[config.mk]
export PLATFORM = sky130hd
export DESIGN_NAME = drc_ctrl
export DESIGN_NICKNAME = d
export VERILOG_FILES = /design/src/hdl/drc_pkg.sv /design/src/hdl/drc_ctrl.sv
export SDC_FILE = /design/constraint.sdc
export NUM_CORES = 1
export LEC_CHECK = 0
export BUFFER_PORTS_ARGS = -buffer_cell sky130_fd_sc_hd__buf_2
export CELL_PAD_IN_SITES_DETAIL_PLACEMENT = 0
export CELL_PAD_IN_SITES_GLOBAL_PLACEMENT = 1
export CORE_MARGIN = 4
export CORE_UTILIZATION = 42
export DETAILED_ROUTE_END_ITERATION = 16
export PLACE_DENSITY_LB_ADDON = 0.1
export SLEW_MARGIN = 20
export SYNTH_ARGS = -nofsm -noshare
export SYNTH_HDL_FRONTEND = slang
export SYNTH_SLANG_ARGS = --single-unit
[constraint.sdc]
create_clock -name clk -period 2.63 [get_ports clk]
set_input_delay 0.526 -clock clk [delete_from_list [all_inputs] [get_ports clk]]
set_output_delay 0.526 -clock clk [all_outputs]
set_load 0.01 [all_outputs]
[src/hdl/drc_pkg.sv]
// Shared types and constants for the dirty rectangle coalescer.
`default_nettype none

package drc_pkg;

    // Default table depth and coordinate width.
    localparam int MAX_REGIONS_DEF = 16;
    localparam int COORD_BITS_DEF  = 16;

    // Port widths of the edge fields and of the tolerance register.
    localparam int EDGE_W = 16;
    localparam int TOL_W  = 16;

    // Tolerance is unsigned Q4.12; reset value is 1.1.
    localparam int             Q_FRAC    = 12;
    localparam logic [TOL_W-1:0] TOL_RESET = 16'd4506;

    // Input operation codes.
    localparam logic OP_ADD   = 1'b0;
    localparam logic OP_FLUSH = 1'b1;

    // Controller states.
    typedef enum logic [2:0] {
        ST_IDLE,
        ST_ADD_DIM,
        ST_ADD_AREA,
        ST_ADD_SCAN,
        ST_ADD_WRITE,
        ST_FL_READ,
        ST_FL_LOAD,
        ST_FL_EMPTY
    } drc_state_t;

    // Commands from the controller to the datapath.
    typedef struct packed {
        logic load_new;        // latch the incoming rectangle
        logic calc_dim;        // register width and height of the new rectangle
        logic calc_area;       // register the area of the new rectangle
        logic rd_en;           // read one table entry
        logic issue;           // the read feeds the merge test pipeline
        logic kill;            // drop everything in the merge test pipeline
        logic cap_union;       // take the union at the pipeline end for write-back
        logic cap_new;         // take the new rectangle for write-back
        logic wr_en;           // write the write-back rectangle into the table
        logic out_load_entry;  // load the output register from the read entry
        logic out_load_zero;   // load the output register with zero edges
    } drc_cmd_t;

    // Status from the datapath to the controller.
    typedef struct packed {
        logic res_valid;       // a merge test result is at the pipeline end
        logic res_hit;         // that entry qualifies for a merge
    } drc_stat_t;

endpackage

`default_nettype wire

[src/hdl/drc_ctrl.sv]
// Controller: sequences adds and flushes, owns the entry count and the output flags.
`default_nettype none

module drc_ctrl
    import drc_pkg::*;
#(
    parameter int MAX_REGIONS = MAX_REGIONS_DEF,
    parameter int IDX_W       = (MAX_REGIONS > 1) ? $clog2(MAX_REGIONS) : 1
)
(
    input  wire logic             clk,
    input  wire logic             rst_n,
    input  wire logic             in_valid,
    output logic                  in_stall,
    input  wire logic             opcode,
    output logic                  out_valid,
    input  wire logic             out_stall,
    output logic                  last_of_run,
    output logic                  table_was_empty,
    output logic                  overflowed,
    output drc_cmd_t              cmd,
    output logic [IDX_W-1:0]      rd_addr,
    output logic [IDX_W-1:0]      wr_addr,
    input  wire drc_stat_t        stat,
    input  wire logic [IDX_W-1:0] res_idx
);

    localparam int CNT_W = $clog2(MAX_REGIONS + 1);
    localparam logic [CNT_W-1:0] CNT_MAX = CNT_W'(MAX_REGIONS);
    localparam logic [CNT_W-1:0] CNT_ONE = CNT_W'(1);

    drc_state_t       state_reg, state_next;
    logic [CNT_W-1:0] count_reg, count_next;
    logic             ovf_reg, ovf_next;
    logic [CNT_W-1:0] issue_idx_reg, issue_idx_next;
    logic [IDX_W-1:0] fl_idx_reg, fl_idx_next;
    logic [IDX_W-1:0] wr_idx_reg, wr_idx_next;
    logic             out_valid_reg, out_valid_next;
    logic             last_reg, last_next;
    logic             empty_reg, empty_next;
    logic             ovfout_reg, ovfout_next;

    logic in_accept;
    logic out_free;
    logic res_last;
    logic fl_last;
    logic table_full;

    assign in_stall        = (state_reg != ST_IDLE);
    assign in_accept       = in_valid && !in_stall;
    assign out_free        = !out_valid_reg || !out_stall;
    assign res_last        = ((CNT_W'(res_idx) + CNT_ONE) == count_reg);
    assign fl_last         = ((CNT_W'(fl_idx_reg) + CNT_ONE) == count_reg);
    assign table_full      = (count_reg == CNT_MAX);
    assign out_valid       = out_valid_reg;
    assign last_of_run     = last_reg;
    assign table_was_empty = empty_reg;
    assign overflowed      = ovfout_reg;
    assign wr_addr         = wr_idx_reg;

    // State and control registers.
    always_ff @(posedge clk or negedge rst_n)
    begin
        if (!rst_n)
        begin
            state_reg     <= ST_IDLE;
            count_reg     <= '0;
            ovf_reg       <= 1'b0;
            issue_idx_reg <= '0;
            fl_idx_reg    <= '0;
            wr_idx_reg    <= '0;
            out_valid_reg <= 1'b0;
            last_reg      <= 1'b0;
            empty_reg     <= 1'b0;
            ovfout_reg    <= 1'b0;
        end
        else
        begin
            state_reg     <= state_next;
            count_reg     <= count_next;
            ovf_reg       <= ovf_next;
            issue_idx_reg <= issue_idx_next;
            fl_idx_reg    <= fl_idx_next;
            wr_idx_reg    <= wr_idx_next;
            out_valid_reg <= out_valid_next;
            last_reg      <= last_next;
            empty_reg     <= empty_next;
            ovfout_reg    <= ovfout_next;
        end
    end

    // Next state and datapath commands.
    always_comb
    begin
        state_next     = state_reg;
        count_next     = count_reg;
        ovf_next       = ovf_reg;
        issue_idx_next = issue_idx_reg;
        fl_idx_next    = fl_idx_reg;
        wr_idx_next    = wr_idx_reg;
        last_next      = last_reg;
        empty_next     = empty_reg;
        ovfout_next    = ovfout_reg;
        out_valid_next = out_valid_reg && out_stall;
        cmd            = '0;
        rd_addr        = fl_idx_reg;

        case (state_reg)
            ST_IDLE:
            begin
                if (in_accept)
                begin
                    if (opcode == OP_ADD)
                    begin
                        cmd.load_new = 1'b1;
                        state_next   = ST_ADD_DIM;
                    end
                    else if (count_reg == '0)
                    begin
                        state_next = ST_FL_EMPTY;
                    end
                    else
                    begin
                        fl_idx_next = '0;
                        state_next  = ST_FL_READ;
                    end
                end
            end

            ST_ADD_DIM:
            begin
                cmd.calc_dim = 1'b1;
                state_next   = ST_ADD_AREA;
            end

            ST_ADD_AREA:
            begin
                // An empty table takes the rectangle without a scan.
                cmd.calc_area  = 1'b1;
                issue_idx_next = '0;
                if (count_reg == '0)
                begin
                    cmd.cap_new = 1'b1;
                    wr_idx_next = '0;
                    count_next  = CNT_ONE;
                    state_next  = ST_ADD_WRITE;
                end
                else
                begin
                    state_next = ST_ADD_SCAN;
                end
            end

            ST_ADD_SCAN:
            begin
                rd_addr = issue_idx_reg[IDX_W-1:0];
                if (stat.res_valid && stat.res_hit)
                begin
                    // First qualifying entry takes the union.
                    cmd.kill      = 1'b1;
                    cmd.cap_union = 1'b1;
                    wr_idx_next   = res_idx;
                    state_next    = ST_ADD_WRITE;
                end
                else if (stat.res_valid && res_last)
                begin
                    // No entry qualified: append, or force a merge into the last entry.
                    cmd.kill = 1'b1;
                    if (table_full)
                    begin
                        cmd.cap_union = 1'b1;
                        wr_idx_next   = res_idx;
                        ovf_next      = 1'b1;
                    end
                    else
                    begin
                        cmd.cap_new = 1'b1;
                        wr_idx_next = count_reg[IDX_W-1:0];
                        count_next  = count_reg + CNT_ONE;
                    end
                    state_next = ST_ADD_WRITE;
                end
                else if (issue_idx_reg < count_reg)
                begin
                    cmd.rd_en      = 1'b1;
                    cmd.issue      = 1'b1;
                    issue_idx_next = issue_idx_reg + CNT_ONE;
                end
            end

            ST_ADD_WRITE:
            begin
                cmd.wr_en  = 1'b1;
                state_next = ST_IDLE;
            end

            ST_FL_READ:
            begin
                cmd.rd_en  = 1'b1;
                state_next = ST_FL_LOAD;
            end

            ST_FL_LOAD:
            begin
                if (out_free)
                begin
                    cmd.out_load_entry = 1'b1;
                    out_valid_next     = 1'b1;
                    last_next          = fl_last;
                    empty_next         = 1'b0;
                    ovfout_next        = ovf_reg;
                    if (fl_last)
                    begin
                        count_next = '0;
                        ovf_next   = 1'b0;
                        state_next = ST_IDLE;
                    end
                    else
                    begin
                        fl_idx_next = fl_idx_reg + IDX_W'(1);
                        state_next  = ST_FL_READ;
                    end
                end
            end

            ST_FL_EMPTY:
            begin
                if (out_free)
                begin
                    cmd.out_load_zero = 1'b1;
                    out_valid_next    = 1'b1;
                    last_next         = 1'b1;
                    empty_next        = 1'b1;
                    ovfout_next       = ovf_reg;
                    ovf_next          = 1'b0;
                    state_next        = ST_IDLE;
                end
            end

            default:
            begin
                state_next = ST_IDLE;
            end
        endcase
    end

    // The entry count never passes the table depth.
    assert property (@(posedge clk) disable iff (!rst_n)
        count_reg <= CNT_MAX)
        else $error("entry count above table depth");

    // Merge test results only arrive while a scan is running.
    assert property (@(posedge clk) disable iff (!rst_n)
        stat.res_valid |-> (state_reg == ST_ADD_SCAN))
        else $error("stale merge test result outside a scan");

    // Write-back always targets an entry inside the table.
    assert property (@(posedge clk) disable iff (!rst_n)
        (state_reg == ST_ADD_WRITE) |-> (CNT_W'(wr_idx_reg) < count_reg))
        else $error("write-back beyond the filled table");

    // The overflow flag is only raised by a forced merge into a full table.
    assert property (@(posedge clk) disable iff (!rst_n)
        $rose(ovf_reg) |-> table_full)
        else $error("overflow flag set with room in the table");

    // The last result of a flush empties the table and clears the flag.
    assert property (@(posedge clk) disable iff (!rst_n)
        (state_reg == ST_FL_LOAD && out_free && fl_last) |=> (count_reg == '0 && !ovf_reg))
        else $error("table not cleared after flush");

endmodule

`default_nettype wire

# Yosys cells after proc, flatten, opt, wreduce, memory -nomap -nowiden
# Cells that the tools add are included.
# totals
register_bits	26
mem_count	0
output_inout_bits	24
mem_bits_ro	0
ramBits	0
latchBits	0
input_bits	11
# classes
n_mux	67
div_mod_pow	0
order_cmp	1
multipliers	0
eq_ne	25
add_sub_neg	5
shifts	0
reduce_logical	25
bitwise	0
# ops
op	count
$mux W5	9
$mux W4	10
$mux W3	10
$ne A2 B2 Y1 const B	14
$pmux W3 S8	1
$mux W1	23
$pmux W4 S2	2
$pmux W5 S3	1
$reduce_and A7 Y1	2
$eq A3 B3 Y1 const B	4
$add A4 B1 Y5 const B	2
$add A5 B1 Y5 const B	2
$eq A5 B5 Y1	2
$mux W2	5
$pmux W5 S2	1
$reduce_bool A3 Y1	3
$pmux W1 S2	4
$reduce_and A4 Y1	2
$eq A3 B2 Y1 const B	2
$reduce_and A3 Y1	2
$reduce_and A6 Y1	1
$reduce_bool A2 Y1	3
$eq A5 B5 Y1 const B	1
$logic_not A5 Y1	1
11 further kinds	16

# Logic depth before layout (Yosys ltp)
# depth
ltp_word	6
mapped_depth	9
depth_no_buf	8

# Least setup slack after synthesis
# No wires, ideal clock.
# synth_timing
path_kind	input-to-output
from	input res_idx[0]
to	output cmd[4] in the netlist's numbering
path_buffers	0
t_arrival_ns	1.943
stages	6
path_slack_ns	0.161
cell_sequence	ha_1 > o21ba_1 > a221oi_4 > o2111ai_4 > a21oi_2 > and2_1
# synth_rtl
element	line	text
start: declaration	drc_ctrl.sv:25	input wire logic [IDX_W-1:0] res_idx
end: declaration	drc_ctrl.sv:21	output drc_cmd_t cmd,

==> out/qor.yml <==
timing:
  fin_crit_sh: 0.970
  max_freq_ghz: 0.392
  holdWs_ns: 0.255
  slew_violations: 0
  worst_slack_ns: 0.0800
  fin_worst_skew_ns: 0.00760
  relSlewSlack: 0.569
  rsz0062_at_grt: "true"
  period_minus_slack_ns: 2.55
  worst_pin_slew_ns: 0.646
  report.final.hold_viol_count: 0
  setup_viol: 0
place:
  placed_cells: 326
  place_worst_setup_slack_ns: -0.0182
  port_buffers: 34
  gp_congestion: 0.784
  hpwl_um: 4110
clocking:
  cts_root_buf: "clkbuf_8"
  clockBufferDepth: 2
  insertion_delay_ns: 0.28
  cts_sinks: 26
  cts_tree: "done"
  h-tree-depth: 1
  cts_buffers: 3
  hold_buffers: 0
  clkTransAtPathRegs_ns: 0.10
route:
  avgViaCountPerCell: 5.79
  dr.pass1.iters: 4
  wl_per_cell_um: 16.6
  dr_total_vias: 1934
  antenna_left: 0
  drc_errors: 0
  drt_iter0_drc: 86
  wl_um: 5540
finish:
  fillers: 468
  stdcell_count: 334
  final_core_util: 0.535
  area_growth_pct: 23.7
  mostFrequentLayoutCells: "buf_2, buf_4, nor2_1, dfrtp_1, nand2_1"
  final_common_cell: "buf_2"
  drive_gt1_frac: 0.336
  antenna_cells: 0
  num-nets-final: 301
synth:
  synth_ff_type: "dfrtp_1"
  synth_edf_count: 0
  synth_nets: 248
  syn_inst: 228
  async_flop_share: 1.00
  syn_area_mm2: 0.00203
  yosysWarnings: 0
  syn_avg_cell_area_um2: 8.90
  ys_seq_area_frac: 0.321
  ys_types: 58
  synth-seq-cells: 26
grt:
  gr-total-overflow: 0
  grt_usage: 0.192
  antenna_found_initial: 0
  grt_max_degree: 27
  grt_pass1_vias: 1813
  grt_pass1_wl_um: 9200
power:
  peakVddDrop_uv: 644
  p_total_w: 0.00261
  p_per_area_mw_per_mm2: 1040
  p_leak_nw: 1.19
worst_setup_path:
  rrSetupSlack_ns: 0.27
  cp-end-kind: "output pin"
  cp_max_fo: 4
  r2r-start: "fl_idx_reg[0]"
  worstSetupStartpoint: "res_idx[1]"
  start_kind: "input pin"
  r2r_cells: 7
  cp.required_ns: 2.10
  crit_arrival_ns: 2.02
  r2r-end: "fl_idx_reg[1]"
  path_class: "input pin to output pin"
floorplan:
  fp.coreArea_mm2: 0.00469
  dieWidth_um: 77.5
  start_util: 0.433
  die_y_um: 77.5
  io_pins: 35
  fp-row-count: 25
  dieArea_mm2: 0.00601
min_path:
  hold_path.class: "input pin to async pin"
flow_run:
  cap_viol_max_count: 0
run_status:
  outcome: "complete, no violations"
==> cells by family (layout without fill, tap and decap cells) <==
group	count (synthesis)	after routing	synth area share
AOI/OAI and AO/OA	64	64	0.252
xor gates and xnor gates	8	8	0.0345
adders and majority gates	9	9	0.0555
buffers and inverters	23	75	0.0499
DFF	26	26	0.321
muxes	13	13	0.0709
and+or+nand+nor	85	85	0.216
==> timing repair <==
action,in CTS,in global routing
setup endpoints to repair,2,4
resized for setup,1,7
buffers inserted,3,1
pin swaps,3,6
endpoints found under the hold margin,0,0
==> layer usage <==
metal  vias up  part of all wire  global-route usage
li1        947                 -                   -
met1       929              0.47               0.275
met2        54              0.48               0.308
met3         4             0.053              0.0244
met4         0            0.0056              0.0427
met5         -                 0                   0
==> metrics by stage <==
stage                     TNS (ns)  instance area [um^2]
after floorplan                  0                  2030
after global placement    -0.00321                  2380
after detailed placement   -0.0286                  2380
after CTS                        0                  2480
after global routing       -0.0173                  2510
final                            0                  2510
==> Yosys cell counts (3+ instances only) <==
| master | n | area [um^2] |
|---|---|---|
| a31oi_1 | 6 | 37.5 |
| dfrtp_1 | 26 | 651 |
| ha_1 | 9 | 113 |
| nor2_1 | 25 | 93.8 |
| nor3_1 | 8 | 40.0 |
| clkbuf_1 | 7 | 26.3 |
| a21oi_1 | 16 | 80.1 |
| a21o_1 | 3 | 22.5 |
| a41oi_1 | 3 | 26.3 |
| xor2_1 | 3 | 26.3 |
| buf_2 | 6 | 30.0 |
| xnor2_1 | 5 | 43.8 |
| nor2b_1 | 3 | 18.8 |
| o21ai_0 | 10 | 50.1 |
| nand3_1 | 7 | 35.0 |
| nand2_1 | 20 | 75.1 |
| mux2_2 | 9 | 101 |
| inv_1 | 8 | 30.0 |
| nor3b_1 | 5 | 37.5 |
==> where the power goes <==
part | internal, W | switching (W) | total [W]
Clock | 0.000204 | 0.000146 | 0.000350
Sequential | 0.000514 | 0.000121 | 0.000635
Combinational | 0.000717 | 0.000910 | 0.00163
Total | 0.00144 | 0.00118 | 0.00261
==> final cells by class <==
| type | instances | area (um^2) | area share |
|---|---|---|---|
| clock inverters | 1 | 30.0 | 0.0120 |
| well taps | 54 | 67.6 | 0.0269 |
| inverters | 9 | 33.8 | 0.0135 |
| repair buffers | 62 | 380 | 0.151 |
| flip-flops and latches | 26 | 653 | 0.260 |
| multi-input cells | 179 | 1310 | 0.520 |
| clock buffers | 3 | 41.3 | 0.0164 |
==> how the worst max path moves through the flow <==
stage / to / slack, ns / cells past startpoint
floorplan: cmd[4] / 0.16 / 6
global placement: cmd[4] / -0.003 / 8
detailed placement: cmd[4] / -0.02 / 8
CTS: cmd[4] / 0.04 / 8
global route: cmd[4] / -0.01 / 8
finish: cmd[4] / 0.08 / 8
==> critical path: stages <==
cell,delay [ns]
buf_2,0.12
ha_4,0.17
o21ba_4,0.20
a221oi_4,0.33
o2111ai_4,0.21
a21oi_2,0.21
and2_1,0.13
buf_2,0.12
No activity file was read; power rests on OpenSTA's default activity.
