**src/hdl/drc_pkg.sv**
```systemverilog
// Shared types and constants for the dirty rectangle coalescer.
`default_nettype none

package drc_pkg;

    // Default table depth and coordinate width.
    localparam int MAX_REGIONS_DEF = 16;
    localparam int COORD_BITS_DEF  = 16;

    // Port widths of the edge fields and of the tolerance register.
    localparam int EDGE_W = 16;
    localparam int TOL_W  = 16;

    // Tolerance is unsigned Q4.12; reset value is 1.1.
    localparam int             Q_FRAC    = 12;
    localparam logic [TOL_W-1:0] TOL_RESET = 16'd4506;

    // Input operation codes.
    localparam logic OP_ADD   = 1'b0;
    localparam logic OP_FLUSH = 1'b1;

    // Controller states.
    typedef enum logic [2:0] {
        ST_IDLE,
        ST_ADD_DIM,
        ST_ADD_AREA,
        ST_ADD_SCAN,
        ST_ADD_WRITE,
        ST_FL_READ,
        ST_FL_LOAD,
        ST_FL_EMPTY
    } drc_state_t;

    // Commands from the controller to the datapath.
    typedef struct packed {
        logic load_new;        // latch the incoming rectangle
        logic calc_dim;        // register width and height of the new rectangle
        logic calc_area;       // register the area of the new rectangle
        logic rd_en;           // read one table entry
        logic issue;           // the read feeds the merge test pipeline
        logic kill;            // drop everything in the merge test pipeline
        logic cap_union;       // take the union at the pipeline end for write-back
        logic cap_new;         // take the new rectangle for write-back
        logic wr_en;           // write the write-back rectangle into the table
        logic out_load_entry;  // load the output register from the read entry
        logic out_load_zero;   // load the output register with zero edges
    } drc_cmd_t;

    // Status from the datapath to the controller.
    typedef struct packed {
        logic res_valid;       // a merge test result is at the pipeline end
        logic res_hit;         // that entry qualifies for a merge
    } drc_stat_t;

endpackage

`default_nettype wire

```
**src/hdl/drc_datapath.sv**
```systemverilog
// Datapath: region table memory, merge test pipeline and output edge registers.
`default_nettype none

module drc_datapath
    import drc_pkg::*;
#(
    parameter int MAX_REGIONS = MAX_REGIONS_DEF,
    parameter int COORD_BITS  = COORD_BITS_DEF,
    parameter int IDX_W       = (MAX_REGIONS > 1) ? $clog2(MAX_REGIONS) : 1
)
(
    input  wire logic                     clk,
    input  wire logic                     rst_n,
    input  wire logic                     cfg_wr_en,
    input  wire logic [TOL_W-1:0]         cfg_wr_data,
    input  wire logic signed [EDGE_W-1:0] rect_left,
    input  wire logic signed [EDGE_W-1:0] rect_top,
    input  wire logic signed [EDGE_W-1:0] rect_right,
    input  wire logic signed [EDGE_W-1:0] rect_bottom,
    input  wire drc_cmd_t                 cmd,
    input  wire logic [IDX_W-1:0]         rd_addr,
    input  wire logic [IDX_W-1:0]         wr_addr,
    output drc_stat_t                     stat,
    output logic [IDX_W-1:0]              res_idx,
    output logic signed [EDGE_W-1:0]      out_left,
    output logic signed [EDGE_W-1:0]      out_top,
    output logic signed [EDGE_W-1:0]      out_right,
    output logic signed [EDGE_W-1:0]      out_bottom
);

    localparam int CB     = COORD_BITS;
    localparam int BOX_W  = 4 * CB;
    localparam int AREA_W = 2 * CB;
    localparam int SUM_W  = AREA_W + 1;
    localparam int LHS_W  = AREA_W + Q_FRAC;
    localparam int RHS_W  = SUM_W + TOL_W;

    // Box layout: {left, top, right, bottom}, each a signed CB-bit edge.
    function automatic logic signed [CB-1:0] box_l(input logic [BOX_W-1:0] b);
        box_l = b[4*CB-1:3*CB];
    endfunction
    function automatic logic signed [CB-1:0] box_t(input logic [BOX_W-1:0] b);
        box_t = b[3*CB-1:2*CB];
    endfunction
    function automatic logic signed [CB-1:0] box_r(input logic [BOX_W-1:0] b);
        box_r = b[2*CB-1:CB];
    endfunction
    function automatic logic signed [CB-1:0] box_b(input logic [BOX_W-1:0] b);
        box_b = b[CB-1:0];
    endfunction

    // Extent between a low and a high edge; zero when not positive.
    function automatic logic [CB-1:0] extent(input logic signed [CB-1:0] lo,
                                             input logic signed [CB-1:0] hi);
        logic signed [CB:0] diff;
        diff = (CB+1)'(hi) - (CB+1)'(lo);
        extent = (hi > lo) ? diff[CB-1:0] : '0;
    endfunction

    // Bounding box of two boxes.
    function automatic logic [BOX_W-1:0] box_union(input logic [BOX_W-1:0] a,
                                                   input logic [BOX_W-1:0] b);
        logic signed [CB-1:0] l, t, r, bt;
        l  = (box_l(a) < box_l(b)) ? box_l(a) : box_l(b);
        t  = (box_t(a) < box_t(b)) ? box_t(a) : box_t(b);
        r  = (box_r(a) > box_r(b)) ? box_r(a) : box_r(b);
        bt = (box_b(a) > box_b(b)) ? box_b(a) : box_b(b);
        box_union = {l, t, r, bt};
    endfunction

    // Tolerance register.
    logic [TOL_W-1:0] tol_reg;

    always_ff @(posedge clk or negedge rst_n)
    begin
        if (!rst_n)
        begin
            tol_reg <= TOL_RESET;
        end
        else if (cfg_wr_en)
        begin
            tol_reg <= cfg_wr_data;
        end
    end

    // New rectangle, then its width and height, then its area, each registered in turn.
    logic [BOX_W-1:0]  nb_reg;
    logic [CB-1:0]     nw_reg;
    logic [CB-1:0]     nh_reg;
    logic [AREA_W-1:0] na_reg;

    always_ff @(posedge clk)
    begin
        if (cmd.load_new)
        begin
            nb_reg <= {rect_left[CB-1:0], rect_top[CB-1:0],
                       rect_right[CB-1:0], rect_bottom[CB-1:0]};
        end
        if (cmd.calc_dim)
        begin
            nw_reg <= extent(box_l(nb_reg), box_r(nb_reg));
            nh_reg <= extent(box_t(nb_reg), box_b(nb_reg));
        end
        if (cmd.calc_area)
        begin
            na_reg <= AREA_W'(nw_reg) * AREA_W'(nh_reg);
        end
    end

    // Region table: one write port and one registered read port.
    logic [BOX_W-1:0] mem [MAX_REGIONS];
    logic [BOX_W-1:0] wb_box_reg;
    logic [BOX_W-1:0] rd_box_reg;
    logic [IDX_W-1:0] s0_idx_reg;

    always_ff @(posedge clk)
    begin
        if (cmd.wr_en)
        begin
            mem[wr_addr] <= wb_box_reg;
        end
        if (cmd.rd_en)
        begin
            rd_box_reg <= mem[rd_addr];
            s0_idx_reg <= rd_addr;
        end
    end

    // Merge test pipeline payload: union, extents, areas, scaled sides.
    logic [BOX_W-1:0]  s1_box_reg, s2_box_reg, s3_box_reg, s4_box_reg;
    logic [IDX_W-1:0]  s1_idx_reg, s2_idx_reg, s3_idx_reg, s4_idx_reg;
    logic [CB-1:0]     s1_uw_reg, s1_uh_reg, s1_ew_reg, s1_eh_reg;
    logic [AREA_W-1:0] s2_ua_reg, s2_ea_reg;
    logic [AREA_W-1:0] s3_ua_reg;
    logic [SUM_W-1:0]  s3_sum_reg;
    logic [LHS_W-1:0]  s4_lhs_reg;
    logic [RHS_W-1:0]  s4_rhs_reg;
    logic [BOX_W-1:0]  s1_union;

    assign s1_union = box_union(rd_box_reg, nb_reg);

    always_ff @(posedge clk)
    begin
        // Stage 1: bounding box and the extents of union and entry.
        s1_box_reg <= s1_union;
        s1_idx_reg <= s0_idx_reg;
        s1_uw_reg  <= extent(box_l(s1_union), box_r(s1_union));
        s1_uh_reg  <= extent(box_t(s1_union), box_b(s1_union));
        s1_ew_reg  <= extent(box_l(rd_box_reg), box_r(rd_box_reg));
        s1_eh_reg  <= extent(box_t(rd_box_reg), box_b(rd_box_reg));
        // Stage 2: areas.
        s2_box_reg <= s1_box_reg;
        s2_idx_reg <= s1_idx_reg;
        s2_ua_reg  <= AREA_W'(s1_uw_reg) * AREA_W'(s1_uh_reg);
        s2_ea_reg  <= AREA_W'(s1_ew_reg) * AREA_W'(s1_eh_reg);
        // Stage 3: sum of the two separate areas.
        s3_box_reg <= s2_box_reg;
        s3_idx_reg <= s2_idx_reg;
        s3_ua_reg  <= s2_ua_reg;
        s3_sum_reg <= SUM_W'(s2_ea_reg) + SUM_W'(na_reg);
        // Stage 4: scale both sides of the merge test.
        s4_box_reg <= s3_box_reg;
        s4_idx_reg <= s3_idx_reg;
        s4_lhs_reg <= {s3_ua_reg, {Q_FRAC{1'b0}}};
        s4_rhs_reg <= RHS_W'(s3_sum_reg) * RHS_W'(tol_reg);
    end

    // Valid bits of the pipeline stages.
    logic s0_valid_reg, s1_valid_reg, s2_valid_reg, s3_valid_reg, s4_valid_reg;

    always_ff @(posedge clk or negedge rst_n)
    begin
        if (!rst_n)
        begin
            s0_valid_reg <= 1'b0;
            s1_valid_reg <= 1'b0;
            s2_valid_reg <= 1'b0;
            s3_valid_reg <= 1'b0;
            s4_valid_reg <= 1'b0;
        end
        else if (cmd.kill)
        begin
            s0_valid_reg <= 1'b0;
            s1_valid_reg <= 1'b0;
            s2_valid_reg <= 1'b0;
            s3_valid_reg <= 1'b0;
            s4_valid_reg <= 1'b0;
        end
        else
        begin
            s0_valid_reg <= cmd.rd_en && cmd.issue;
            s1_valid_reg <= s0_valid_reg;
            s2_valid_reg <= s1_valid_reg;
            s3_valid_reg <= s2_valid_reg;
            s4_valid_reg <= s3_valid_reg;
        end
    end

    // Merge decision at the pipeline end.
    assign stat.res_valid = s4_valid_reg;
    assign stat.res_hit   = (RHS_W'(s4_lhs_reg) <= s4_rhs_reg);
    assign res_idx        = s4_idx_reg;

    // Write-back rectangle: union of a qualifying entry, or the new rectangle.
    always_ff @(posedge clk)
    begin
        if (cmd.cap_union)
        begin
            wb_box_reg <= s4_box_reg;
        end
        else if (cmd.cap_new)
        begin
            wb_box_reg <= nb_reg;
        end
    end

    // Output edge registers, sign-extended to the port width.
    always_ff @(posedge clk)
    begin
        if (cmd.out_load_entry)
        begin
            out_left   <= EDGE_W'(box_l(rd_box_reg));
            out_top    <= EDGE_W'(box_t(rd_box_reg));
            out_right  <= EDGE_W'(box_r(rd_box_reg));
            out_bottom <= EDGE_W'(box_b(rd_box_reg));
        end
        else if (cmd.out_load_zero)
        begin
            out_left   <= '0;
            out_top    <= '0;
            out_right  <= '0;
            out_bottom <= '0;
        end
    end

endmodule

`default_nettype wire

```
**config.mk**
```make
export PLATFORM = sky130hd
export DESIGN_NAME = drc_datapath
export DESIGN_NICKNAME = d
export VERILOG_FILES = /design/src/hdl/drc_pkg.sv /design/src/hdl/drc_datapath.sv
export SDC_FILE = /design/constraint.sdc
export NUM_CORES = 2
export LEC_CHECK = 0
export BUFFER_PORTS_ARGS = -buffer_cell sky130_fd_sc_hd__buf_4
export CORE_MARGIN = 3
export CORE_UTILIZATION = 58
export DETAILED_ROUTE_END_ITERATION = 8
export PLACE_DENSITY = 0.77
export SYNTH_ARGS = -nofsm -noshare
export SYNTH_HDL_FRONTEND = slang
export SYNTH_SLANG_ARGS = --single-unit
```
**constraint.sdc**
```tcl
create_clock -name clk -period 6.31 [get_ports clk]
set_input_delay 0.9465 -clock clk [delete_from_list [all_inputs] [get_ports clk]]
set_output_delay 0.9465 -clock clk [all_outputs]
set_load 0.01 [all_outputs]
```
# ---- Word level (Yosys, flattened, before mapping)
# Memory sizes are Yosys's and may differ from the RTL's. A register that Yosys moved wholly into a read port is not among the register bits.
# Cells that the tools add are included.
dict set report totals {
  regBits 827
  ram_bits 1024
  memories 1
  in_bits 102
  word_cells 78
}
dict set report classes {
  add_sub_neg 7
  mul 4
  n_lt_le_gt_ge 11
  n_reduce_logical 3
  muxes 18
}
# name words word_bits rd rd_ports_with_merged_regs write_ports line
set memory_table {}
lappend memory_table {mem 16 64 1 1 1 drc_datapath.sv:111} ;# logic [BOX_W-1:0] mem [MAX_REGIONS];
# op count
set op_table {}
lappend op_table {{16-bit two-way mux} 9}
lappend op_table {{16-bit greater-than comparator} 8}
lappend op_table {{64-bit two-way mux} 2}
lappend op_table {{16-bit by 16-bit multiplier with 32-bit output} 3}
lappend op_table {{16-bit subtractor} 6}
lappend op_table {{44-bit by 49-bit less-or-equal comparator with 1-bit output} 1}
lappend op_table {{33-bit by 16-bit multiplier with 49-bit output} 1}
lappend op_table {{32-bit by 32-bit adder with 33-bit output} 1}
lappend op_table {{16-bit less-than comparator} 2}
lappend op_table {{1-bit two-way mux} 7}
lappend op_table {{2-bit nonzero test} 2}
lappend op_table {{1-bit logical AND} 1}

# ---- Depth between registers and ports, before layout
dict set report depth {
  depth_word 3
  mapped_depth 25
  ltp_nobuf 23
}

# ---- Worst setup path after synthesis
# Ideal clock, no wire load.
dict set report synth_timing {
  kind {register -> register}
  from {register tol_reg[7]}
  to {register s4_rhs_reg[47]}
  path_stages_with_launch 25
  arrival_ns 6.508
  t_required_ns 6.187
  path_buffers 2
  setup_time_ns 0.123
  path_slack_ns -0.321
  path_cell_list {dfstp_2 -> clkbuf_1 -> clkbuf_1 -> nand2_1 -> fa_1 -> inv_1 -> fa_1 -> inv_1 -> fa_1 -> inv_1 -> fa_1 -> fa_1 -> inv_1 -> fa_1 -> inv_1 -> ha_1 -> a21oi_2 -> a21oi_1 -> or3_4 -> a221oi_4 -> a21oi_2 -> or4_4 -> a31oi_4 -> o211ai_2 -> xor2_1}
}
dict set report synth_between {
  elab_chain_cells 1
}
# item line
set synth_lines {}
lappend synth_lines {{start: declaration} drc_datapath.sv:72} ;# logic [TOL_W-1:0] tol_reg;
lappend synth_lines {{start signal: assignment} drc_datapath.sv:82} ;# tol_reg <= cfg_wr_data;
lappend synth_lines {{33-bit by 16-bit multiplier with 49-bit output} drc_datapath.sv:165} ;# s4_rhs_reg <= RHS_W'(s3_sum_reg) * RHS_W'(tol_reg);
lappend synth_lines {{end signal: assignment} drc_datapath.sv:165}
lappend synth_lines {{end: declaration} drc_datapath.sv:137} ;# logic [RHS_W-1:0] s4_rhs_reg;
# Every way passes these cells.
# A chain may end at the register's enable or synchronous reset.

# ---- Final worst setup path
# Same ends and word-level chain as after synthesis.

==> impl_metrics.yaml <==
worst_setup_path:
  cp_common_cell: "fa_1"
  cp-start-kind: "register"
  rrSetupSlack_ps: -110
  crit_type: "register to register"
  worstPathArrival_ps: 7100
  cp_slowest_cell: "dfstp_4"
  cp-end-kind: "register"
  rr_startpoint: "tol_reg[7]"
  max_stage_delay_ps: 720
  r2r_cells: 22
  path_max_fanout: 8
  path_delay_family: "adder cells"
  cp.required_ps: 6990
  cp_num_buf_inv: 5
  worstPathCellList: "nand2_2, fa_1, inv_1, fa_1, inv_1, fa_1, inv_2, fa_2, fa_1, inv_2, fa_1, inv_2, ha_4, a21oi_4, a21oi_2, or3_4, a221oi_4, a21oi_2, or4_4, a31oi_4, o211ai_2, xor2_1"
  r2r-end: "s4_rhs_reg[47]"
yosys:
  synthCells: 8831
  ys_seq_elements: 1915
  yosysMostFrequentCell: "inv_1"
  yosys.area.top_type: "edfxtp_1"
  synthArstFlopShare_pct: 1.097
  synth-edff-count: 1348
  synth_top_area_share_pct: 36.01
  yosys-top-cells-count: "1,361 x inv_1, 1,348 x edfxtp_1, 1,021 x fa_1, 968 x nand2_1, 655 x ha_1"
  ys_seq_area_share_pct: 46.21
  syn_nets: 10609
  ys.flop_type: "edfxtp_1"
  ys_warn_count: 0
  synth.distinct_cells: 86
  netlist_top_cells_area: "edfxtp_1 36%, fa_1 18%, dfxtp_1 9.7%"
  syn_area_mm2: 0.1124
  synth.avg_cell_area_um2: 12.73
timing:
  hold_ws_ps: 278.7
  finalHoldViolCount: 0
  skew_ps: 55.07
  rsz0062_at_grt: "yes"
  worst_slack_ps: -106.0
  drv_slew: 0
  period_share_pct: 101.7
  worstMarginPinSlew_ps: 1143
  slew_headroom_pct: 23.81
  finalSetupViolations: 7
  fmax_mhz: 155.9
  fin_crit_ps: 6416
clocking:
  clk_latency_ps: 850
  cts_tree: "yes"
  cts_root_buffer: "clkbuf_16"
  ctsHtreeMaxLevel: 4
  numClockSinks: 1915
  clk_pin_slew_ps: 70
  cts_buffers: 187
  cts_buffer_depth: 3
die:
  die-area_mm2: 0.1991
  start_util_pct: 58.74
  ios: 172
  die_w_um: 446.2
  fp.coreArea_mm2: 0.1914
  rows: 160
  die_h_um: 446.2
grt:
  grt_usage_pct: 30.49
  grtUsageMet1_pct: 38.11
  met3_usage_pct: 5.677
  grt_busiest_layer: "met2"
  grt_max_degree: 97
  grt.overflow.total: 0
  use_met2_pct: 51.32
  antenna_found_initial: 10
  grt_pass1_wl_um: 457300
  first_global_vias: 75698
routing:
  num_vias: 70385
  drc: 0
  drtAntennaViolNets: 0
  vias_per_cell: 5.877
  avgRoutedWirePerCell_um: 24.79
  drtPass1Iterations: 8
  drtIter0Drc: 6882
  wl_um: 296900
finish:
  multi_input_area_mm2: 0.05497
  post-route-cell-area_mm2: 0.1264
  largest_reg_flops: 1024
  final_core_util_pct: 66.03
  seq_area_mm2: 0.05198
  nFillCells: 13382
  drive_gt1_share_pct: 15.55
  fin_nets: 11082
  top_register: "mem"
  area_delta_synth_final_pct: 12.42
placed_design:
  dpl_cell_area_mm2: 0.1189
  dp_hpwl_um: 205900
  finalWeightedCongestion: 0.9584
  io_buffers: 171
hold_path:
  holdPathEnd: "nb_reg[33]"
  hp-start: "rect_top[1]"
  min_path_cells: 1
  hp-class: "primary input to register"
run_status:
  status: "finished, violations left"
  violations: "setup timing"
flow_run:
  drv_cap: 0
==> placed cells by master, fill, tap and decap left out, drive strengths merged, types with 50 or more instances in the layout <==
master     n
buf      592
mux4     320
dfxtp    546
and2     555
nand3     71
inv     1382
edfxtp  1348
nor2     240
a21o     137
o21ai    193
nand2    968
mux2      50
mux2i     70
clkbuf   235
clkinv    70
xnor2    153
fa      1021
xor2      65
nor3      81
a21oi    229
ha       655
==> layout make-up <==
cell class	count	area share (%)
clock inverters	113	0.9485
multi-input cells	5245	43.50
repair buffers	594	3.839
inverters	1361	4.043
well taps	2511	2.486
clock buffers	234	4.049
flip-flops and latches	1915	41.13
diodes	4	0.007921
==> cells by family after synthesis <==
group	Yosys count	synth area share [%]
and+or+nand+nor	2126	9.022
xor gates and xnor gates	218	1.698
DFF	1915	46.21
adders and majority gates	1676	25.47
AOI/OAI and AO/OA	785	4.464
buffers and inverters	1671	5.601
muxes	440	7.535
==> metal layers <==
| layer | wire length, um | vias to the layer above |
|---|---|---|
| li1 | - | 30521 |
| met1 | 108100 | 35538 |
| met2 | 147500 | 3472 |
| met3 | 24470 | 852 |
| met4 | 16810 | 2 |
| met5 | 9 | - |
==> worst max-delay path by stage <==
stage | from | end | slack [ps] | cells past startpoint
after floorplan | tol_reg[3] | s4_rhs_reg[47] | -40 | 21
after global placement | tol_reg[1] | s4_rhs_reg[47] | -220 | 20
after detailed placement | tol_reg[1] | s4_rhs_reg[46] | -350 | 22
after CTS | tol_reg[7] | s4_rhs_reg[48] | -60 | 22
after global routing | tol_reg[7] | s4_rhs_reg[47] | -310 | 23
final | tol_reg[7] | s4_rhs_reg[47] | -110 | 22
==> per-stage QoR <==
stage	setup WS [ps]	setup TNS, ps	instances
floorplan	-36.11	-36.11	8831
global placement	-219.0	-1698	11578
detailed placement	-345.8	-3065	11578
CTS	-61.33	-128.5	11944
global route	-311.6	-2339	11975
finish	-106.0	-312.5	11977
==> repair_timing <==
action,4_1_cts,5_1_grt
pin swaps,31,76
setup buffers,18,29
gates resized for setup,50,164
setup endpoints to repair,25,44
gates cloned,0,1
hold endpoints to repair,10,0
hold buffers,1,0
Power is left out: the tool's default activity adds up to more than one toggle a clock period on the data nets, which glitch-free logic cannot reach.
